[config.mk]
export PLATFORM = sky130hd
export DESIGN_NAME = wfrps_ctrl
export DESIGN_NICKNAME = d
export VERILOG_FILES = /design/src/design/wfrps_pkg.sv /design/src/design/wfrps_ctrl.sv
export SDC_FILE = /design/constraint.sdc
export NUM_CORES = 1
export LEC_CHECK = 0
export BUFFER_PORTS_ARGS = -buffer_cell sky130_fd_sc_hd__clkbuf_2
export CAP_MARGIN = 20
export CORE_MARGIN = 2
export CORE_UTILIZATION = 42
export DETAILED_ROUTE_END_ITERATION = 10
export MAX_ROUTING_LAYER = met4
export PLACE_DENSITY = 0.78
export SKIP_LAST_GASP = 1
export SYNTH_ARGS = -nofsm -noshare
export SYNTH_HDL_FRONTEND = slang
export SYNTH_SLANG_ARGS = --single-unit
[constraint.sdc]
create_clock -name clk -period 2.7 [get_ports clk]
set_clock_uncertainty 0.2 [all_clocks]
set_input_delay 0.405 -clock clk [delete_from_list [all_inputs] [get_ports clk]]
set_output_delay 0.405 -clock clk [all_outputs]
set_load 0.01 [all_outputs]
[src/design/wfrps_pkg.sv]
package wfrps_pkg;

	localparam int KEY_W = 32;
	localparam int SIZE_W = 16;
	localparam int STATUS_W = 3;
	localparam int REC_COST = 4;

	localparam logic [STATUS_W-1:0] ST_INSERTED = 3'd0;
	localparam logic [STATUS_W-1:0] ST_FAILED = 3'd1;
	localparam logic [STATUS_W-1:0] ST_DIR_FULL = 3'd2;
	localparam logic [STATUS_W-1:0] ST_TABLE_FULL = 3'd3;
	localparam logic [STATUS_W-1:0] ST_FOUND = 3'd4;
	localparam logic [STATUS_W-1:0] ST_NOT_FOUND = 3'd5;
	localparam logic [STATUS_W-1:0] ST_DISPLAY = 3'd6;

	localparam logic [1:0] MODE_INSERT = 2'd0;
	localparam logic [1:0] MODE_SEARCH = 2'd1;
	localparam logic [1:0] MODE_DISPLAY = 2'd2;

	typedef enum logic [3:0] {
		S_IDLE,
		S_SCAN,
		S_DECIDE,
		S_SHIFT_RD,
		S_SHIFT_WR,
		S_PLACE,
		S_SRCH_RD,
		S_SRCH_CHK,
		S_DISP,
		S_OUT
	} state_t;

	// Controller to datapath
	typedef struct packed {
		logic load_item;
		logic scan_clear;
		logic scan_step;
		logic alloc_page;
		logic shift_rd;
		logic shift_wr;
		logic place;
		logic srch_start;
		logic srch_rd;
		logic srch_next;
		logic disp_start;
		logic disp_next;
		logic emit;
		logic [STATUS_W-1:0] status;
		logic emit_slot;
		logic emit_none;
		logic last;
	} cmd_t;

	// Datapath to controller
	typedef struct packed {
		logic [1:0] mode;
		logic scan_done;
		logic have_pages;
		logic best_fits;
		logic best_dir_full;
		logic table_full;
		logic new_fits;
		logic shift_stop;
		logic srch_hit;
		logic srch_page_done;
		logic srch_all_done;
		logic disp_empty;
		logic disp_last;
		logic out_busy;
	} stat_t;

endpackage

[src/design/wfrps_ctrl.sv]
module wfrps_ctrl
	import wfrps_pkg::*;
(
	input  logic  clk,
	input  logic  arst_n,
	input  logic  in_valid,
	output logic  in_ready,
	input  stat_t st,
	output cmd_t  cmd
);

	state_t state_q, state_d;
	logic [STATUS_W-1:0] pend_st_q, pend_st_d;

	// Hold state
	always_ff @(posedge clk or negedge arst_n) begin
		if (!arst_n) begin
			state_q <= S_IDLE;
			pend_st_q <= ST_INSERTED;
		end else begin
			state_q <= state_d;
			pend_st_q <= pend_st_d;
		end
	end

	// Sequence one item
	always_comb begin
		state_d = state_q;
		pend_st_d = pend_st_q;
		cmd = '0;
		in_ready = 1'b0;
		unique case (state_q)
			S_IDLE: begin
				in_ready = 1'b1;
				if (in_valid) begin
					cmd.load_item = 1'b1;
					cmd.scan_clear = 1'b1;
					state_d = S_SCAN;
				end
			end
			S_SCAN: begin
				priority if (st.mode == MODE_INSERT) begin
					cmd.scan_step = 1'b1;
					if (st.scan_done) state_d = S_DECIDE;
				end else if (st.mode == MODE_SEARCH) begin
					cmd.srch_start = 1'b1;
					state_d = S_SRCH_RD;
				end else if (st.mode == MODE_DISPLAY) begin
					cmd.disp_start = 1'b1;
					state_d = S_DISP;
				end else begin
					state_d = S_IDLE;
				end
			end
			S_DECIDE: begin
				priority if (st.have_pages && st.best_fits && st.best_dir_full) begin
					pend_st_d = ST_DIR_FULL;
					state_d = S_OUT;
				end else if (st.have_pages && st.best_fits) begin
					state_d = S_SHIFT_RD;
				end else if (st.table_full) begin
					pend_st_d = ST_TABLE_FULL;
					state_d = S_OUT;
				end else begin
					cmd.alloc_page = 1'b1;
					if (st.new_fits) state_d = S_SHIFT_RD;
					else begin
						pend_st_d = ST_FAILED;
						state_d = S_OUT;
					end
				end
			end
			S_SHIFT_RD: begin
				cmd.shift_rd = 1'b1;
				state_d = S_SHIFT_WR;
			end
			S_SHIFT_WR: begin
				if (st.shift_stop) state_d = S_PLACE;
				else begin
					cmd.shift_wr = 1'b1;
					state_d = S_SHIFT_RD;
				end
			end
			S_PLACE: begin
				cmd.place = 1'b1;
				pend_st_d = ST_INSERTED;
				state_d = S_OUT;
			end
			S_SRCH_RD: begin
				priority if (st.srch_all_done) begin
					pend_st_d = ST_NOT_FOUND;
					state_d = S_OUT;
				end else if (st.srch_page_done) begin
					cmd.srch_next = 1'b1;
				end else begin
					cmd.srch_rd = 1'b1;
					state_d = S_SRCH_CHK;
				end
			end
			S_SRCH_CHK: begin
				if (st.srch_hit) begin
					pend_st_d = ST_FOUND;
					state_d = S_OUT;
				end else begin
					cmd.srch_next = 1'b1;
					state_d = S_SRCH_RD;
				end
			end
			S_DISP: begin
				if (!st.out_busy) begin
					cmd.emit = 1'b1;
					cmd.status = ST_DISPLAY;
					cmd.emit_none = st.disp_empty;
					cmd.last = st.disp_empty || st.disp_last;
					cmd.disp_next = 1'b1;
					if (cmd.last) state_d = S_IDLE;
				end
			end
			S_OUT: begin
				if (!st.out_busy) begin
					cmd.emit = 1'b1;
					cmd.status = pend_st_q;
					cmd.last = 1'b1;
					cmd.emit_slot = (pend_st_q == ST_INSERTED) || (pend_st_q == ST_FOUND);
					cmd.emit_none = (pend_st_q == ST_TABLE_FULL) || (pend_st_q == ST_NOT_FOUND);
					state_d = S_IDLE;
				end
			end
			default: state_d = S_IDLE;
		endcase
	end

endmodule

==> results of run 1 <==
-- registers in the layout, indices dropped and copies added (netlist names) --
name and cells:
state_q 4, pend_st_q 3
-- Yosys cell counts, drive strengths merged (2+ instances only) --
library cell and instances:
nand2b 6, clkbuf 3, nor3 4, mux2 2
nor3b 5, or3b 2, inv 4, nor2 6
and3 3, dfrtp 7, a22oi 2, buf 2
and2b 2, o21ai 2, a21oi 6, mux2i 3
nor4 2, nand2 7
-- per-layer routing --
metal | vias to the layer above | share of wire (%) | routed length, um
li1 | 385 | - | -
met1 | 367 | 43 | 777
met2 | 34 | 49 | 899
met3 | 4 | 6.2 | 113
met4 | 0 | 2.0 | 36
met5 | - | 0 | 0
-- final cells by class --
type | count | share of cell area, %
inverter | 4 | 1.688
timing repair buffer | 39 | 22.78
clock buffer | 4 | 2.954
multi-input combinational | 67 | 50.63
tap | 16 | 2.250
sequential | 7 | 19.69
-- tightest hold or removal path, cell delays in order --
cell	delay [ps]
clkbuf_2	100
o22ai_1	70
mux2i_1	120
-- worst max-delay path by stage --
stage | slack, ps | startpoint | to
2_1_floorplan | 580 | state_q[3] | state_q[0]
4_1_cts | 290 | state_q[0] | cmd[9]
6_report | 270 | state_q[0] | cmd[9]
5_1_grt | 150 | state_q[0] | cmd[9]
3_3_place_gp | 500 | state_q[2] | state_q[0]
3_5_place_dp | 470 | state_q[2] | state_q[0]
-- where the power goes --
group	total, mW	internal [mW]	switching [mW]
combinational	0.401	0.194	0.207
clock	0.102	0.0568	0.0448
sequential	0.213	0.143	0.0697
-- through the flow --
| step | hold slack [ps] | cell area (um^2) |
|---|---|---|
| 2_1_floorplan | -90.59 | 663.1 |
| 3_3_place_gp | 54.68 | 853.3 |
| 6_report | 298.5 | 889.6 |
| 5_1_grt | 324.0 | 889.6 |
| 3_5_place_dp | 57.25 | 853.3 |
| 4_1_cts | 305.1 | 889.6 |
-- cells by family after synthesis --
logic type,count (synthesis)
flops,7
compound gates,17
simple gates,44
mux,5
xor+xnor,1
buf+inv,9
==> impl_metrics.json, run 1 <==
{
  "critPathMaxFanout": 13,
  "cp.depth": 5,
  "crit_path_start_kind": "flop",
  "r2r_slack_ps": 450,
  "seq_area_um2": 175.2,
  "rsz0062_at_grt": "no",
  "yosysTopAreaCellShare_pct": 26.42,
  "clk-insertion-delay-late_ps": 260,
  "synthTopCellsByArea": "dfrtp_1, nand2b_1, nor3b_1, a21oi_1, mux2i_1",
  "grtUsageMet3_pct": 1.250,
  "clk_pin_slew_ps": 60,
  "start_util_pct": 44.54,
  "route.vias.total": 790,
  "grtUsageMet2_pct": 35.00,
  "drtAntennaViolNets": 0,
  "worst_r2r_path_depth": 4,
  "hp-class": "input pin to flop",
  "synth_xor_area_share_pct": 1.321,
  "die_area_um2": 1913,
  "htreeDepth": 1,
  "n_fill_cell": 142,
  "drtIter0Drc": 20,
  "antenna_cells": 0,
  "layout_common_cells": "clkbuf_2, nand2_1, dfrtp_1",
  "use_met1_pct": 26.36,
  "synth_top_area_cell": "dfrtp_1",
  "cts_tree": "yes",
  "synth.net_count": 101,
  "dr.pass1.iters": 4,
  "netlist_instances": 83,
  "worstHoldStart": "st[8]",
  "yosys_most_used_dff": "dfrtp_1",
  "fp.coreArea_um2": 1489,
  "grt_pass1_vias": 713,
  "root_buffer": "clkbuf_4",
  "synth_edf_count": 0,
  "clock_sinks": 7,
  "r2r_start": "state_q[2]",
  "fin_tns_setup_ps": 0,
  "io_buffers": 37,
  "final_common_cell": "clkbuf_2",
  "hold_buffers": 1,
  "irDropWorstVdd_mv": 0.4168,
  "synth_top_family_by_area": "simple AND/OR/NAND/NOR gates",
  "relSlewSlack_pct": 76.08,
  "ys_types": 35,
  "grt_max_degree": 14,
  "synthMuxAreaShare_pct": 8.491,
  "post-route-period-util_pct": 90.10,
  "row_count": 14,
  "worstMarginPinSlew_ps": 358.7,
  "place_congestion": 0.9479,
  "slowest_delay_ps": 480,
  "drive_gt1_share_pct": 38.84,
  "drv_cap": 0,
  "setup_viol": 0,
  "dp.cells": 132,
  "p_total_mw": 0.7153,
  "fin_ws_ps": 267.3,
  "postCtsSetupRepairBufs": 0,
  "ys_async_sr_fraction_pct": 100.0,
  "multi_input_area_um2": 450.4,
  "crit_required_ps": 2100,
  "critical-path-slowest-cell": "dfrtp_1",
  "cp_data_arrival_time_ps": 1830,
  "die_height_um": 43.74,
  "avgSynthCellArea_um2": 7.990,
  "dp_worst_setup_slack_ps": 465.8,
  "fmax_mhz": 411.1,
  "hold_viol_final": 0,
  "antenna_found_initial": 0,
  "crit_family": "simple AND/OR/NAND/NOR gates",
  "holdPathEnd": "pend_st_q[1]",
  "crit_buf_inv": 2,
  "wire_per_inst_um": 13.33,
  "synth_compound_gate_area_share_pct": 17.55,
  "instances_no_fill": 137,
  "status": "completed",
  "busiest_layer": "met2",
  "drc": 0,
  "grt_usage_pct": 21.38,
  "post-dp-hpwl_um": 1464,
  "ys_seq_area_share_pct": 26.42,
  "grt-ovfl-total": 0,
  "wl_um": 1826,
  "whs_path_depth": 3,
  "vias_per_cell": 5.766,
  "synthAdderAreaFrac_pct": 0,
  "drv_slew": 0,
  "synth_warnings": 0,
  "clockBufferDepth": 2,
  "power_density_nw_per_um2": 804.0,
  "leakagePower_nw": 0.4612,
  "synthSimpleGateAreaFrac_pct": 40.57,
  "ys_seq_elements": 7,
  "syn_area_um2": 663.1,
  "fin_crit_ps": 2433,
  "ios": 38,
  "r2r-end": "state_q[0]",
  "area_growth_pct": 34.15,
  "path_cells": "buf_4 > and2b_1 > nand4b_1 > a21oi_1 > clkbuf_2",
  "utilization_pct": 59.75,
  "endpoint_kind": "primary output",
  "cts-resized-gates": 0,
  "grt_pass1_wl_um": 3022,
  "die_w_um": 43.74,
  "num-nets-final": 140,
  "crit_type": "flop to primary output",
  "numCtsBuffers": 3
}
No activity file was read; power rests on OpenSTA's default activity.
==> run 2, diff against run 1 <==
clock period = 2.78 ns   (was 2.7 ns; I/O delays follow)
==> run 2 against run 1 <==
Against the previous run: worst setup slack improved by 97 ps; hold slack worse by 22 ps; critical endpoint is now cmd[11]; register-to-register slack better by 90 ps; non-clock buffer count unchanged; flip-flop and latch count unchanged; largest power group unchanged; sequential share of layout area stayed put; critical path type unchanged; critical path depth is 2 lower; via count decreased by 1.4%; sequential power down 4%; utilization stayed put; clock power about the same; clock-buffer cell count is the same.
==> impl_metrics.json, run 2 (synthesis results as in run 1) <==
{
  "status": "completed",
  "dr.pass1.iters": 4,
  "endpoint_kind": "primary output",
  "pwr-share-clk_pct": 14.7,
  "crit_buf_inv": 1,
  "numCtsBuffers": 3,
  "drive_gt1_share_pct": 38.84,
  "clk_pin_slew_ps": 60,
  "relSlewSlack_pct": 75.89,
  "io_buffers": 37,
  "dp_worst_setup_slack_ps": 554.5,
  "drtIter0Drc": 11,
  "grt_pass1_vias": 671,
  "rsz0062_at_grt": "no",
  "num-nets-final": 140,
  "power_density_nw_per_um2": 778.8,
  "leakagePower_nw": 0.4612,
  "wl_um": 1755,
  "ios": 38,
  "seq_area_um2": 175.2,
  "fp.coreArea_um2": 1489,
  "fin_ws_ps": 364.4,
  "htreeDepth": 1,
  "top_regs": "state_q: 4 flops, pend_st_q: 3 flops",
  "irDropWorstVdd_mv": 0.5009,
  "hp-class": "input pin to flop",
  "drc": 0,
  "fin_tns_setup_ps": 0,
  "post-dp-hpwl_um": 1404,
  "cts-resized-gates": 0,
  "wire_per_inst_um": 12.81,
  "crit_path_start_kind": "flop",
  "setup_viol": 0,
  "clockBufferDepth": 2,
  "final_common_cell": "clkbuf_2",
  "slowest_delay_ps": 590,
  "post-route-period-util_pct": 86.89,
  "hold_viol_final": 0,
  "antenna_found_initial": 0,
  "crit_family": "simple AND/OR/NAND/NOR gates",
  "vias_per_cell": 5.686,
  "row_count": 14,
  "p_switching_mw": 0.3102,
  "die_w_um": 43.74,
  "crit_type": "flop to primary output",
  "start_util_pct": 44.54,
  "fmax_mhz": 414.0,
  "route.vias.total": 779,
  "path_cells": "or4b_4 > nor3b_1 > clkbuf_2",
  "clock_sinks": 7,
  "critPathMaxFanout": 11,
  "power.internal_mw": 0.3826,
  "sw_frac_of_total_pct": 44.77,
  "grt_usage_pct": 20.74,
  "die_height_um": 43.74,
  "power_frac_seq_pct": 29.4,
  "crit_required_ps": 2160,
  "area_growth_pct": 34.15,
  "p_total_mw": 0.6928,
  "p_comb_share_pct": 55.9,
  "drv_cap": 0,
  "critical-path-slowest-cell": "or4b_4",
  "grt_max_degree": 16,
  "grt_pass1_wl_um": 2870,
  "worstMarginPinSlew_ps": 361.7,
  "largest_reg_flops": 4,
  "place_congestion": 0.9378,
  "postCtsSetupRepairBufs": 0,
  "antenna_cells": 0,
  "cts_tree": "yes",
  "largest_register": "state_q",
  "die_area_um2": 1913,
  "cp_data_arrival_time_ps": 1800,
  "n_fill_cell": 144,
  "multi_input_area_um2": 450.4,
  "fin_crit_ps": 2416,
  "clk-insertion-delay-late_ps": 260,
  "drv_slew": 0,
  "root_buffer": "clkbuf_4",
  "utilization_pct": 59.75,
  "drtAntennaViolNets": 0,
  "layout_common_cells": "clkbuf_2, nand2_1, dfrtp_1",
  "grt-ovfl-total": 0
}
==> run 2: cell counts in the layout (fill, tap and decap cells not counted) <==
No cell type changed its count.
==> run 2: worst min-delay path, stage by stage <==
cell and delay [ps]:
clkbuf_2 100, o22ai_1 60, mux2i_1 110
==> run 2: per-layer routing <==
metal / vias to the layer above / global-route usage, % / part of all wire (%)
met3: 5 / 2.500 / 7.2
met4: 0 / 10.91 / 2.4
met2: 37 / 31.76 / 46
met1: 354 / 26.55 / 45
met5: - / - / 0
li1: 383 / - / -
==> run 2: final timing paths <==
check | slack [ps] | depth (start not counted) | startpoint | endpoint
setup reg to reg | 540 | 4 | state_q[2] | state_q[0]
hold reg to reg | 360 | 1 | pend_st_q[2] | pend_st_q[2]
hold / removal | 280 | 3 | st[8] | pend_st_q[1]
min in group asynchronous | 330 | 2 | arst_n | state_q[2]
setup / recovery | 360 | 3 | state_q[2] | cmd[11]
max in group asynchronous | 1880 | 2 | arst_n | pend_st_q[0]
==> run 2: power groups by stage <==
stage               Sequential, mW  Combinational, mW  Clock [mW]
finish                       0.204              0.387       0.102
detailed placement           0.204              0.387           0
global route                 0.215              0.428       0.108
global placement             0.199              0.386           0
CTS                          0.202              0.389       0.101
floorplan                    0.169              0.311           0
==> run 2: layout make-up <==
cell class                 instances  area share (%)
multi-input combinational         67           50.63
timing repair buffer              39           22.78
sequential                         7           19.69
clock buffer                       4           2.954
tap                               16           2.250
inverter                           4           1.688
==> run 2: repair_timing <==
action	in CTS	in global routing
endpoints found under the hold margin	7	0
hold buffers	1	0
endpoints found under the setup margin	0	0
==> run 2: stage by stage <==
stage	cell area (um^2)	hold slack (ps)	cells
final	889.6	276.3	137
after global routing	889.6	322.1	137
after CTS	889.6	284.9	137
after detailed placement	853.3	76.49	132
after global placement	853.3	71.01	132
after floorplan	663.1	-78.59	83
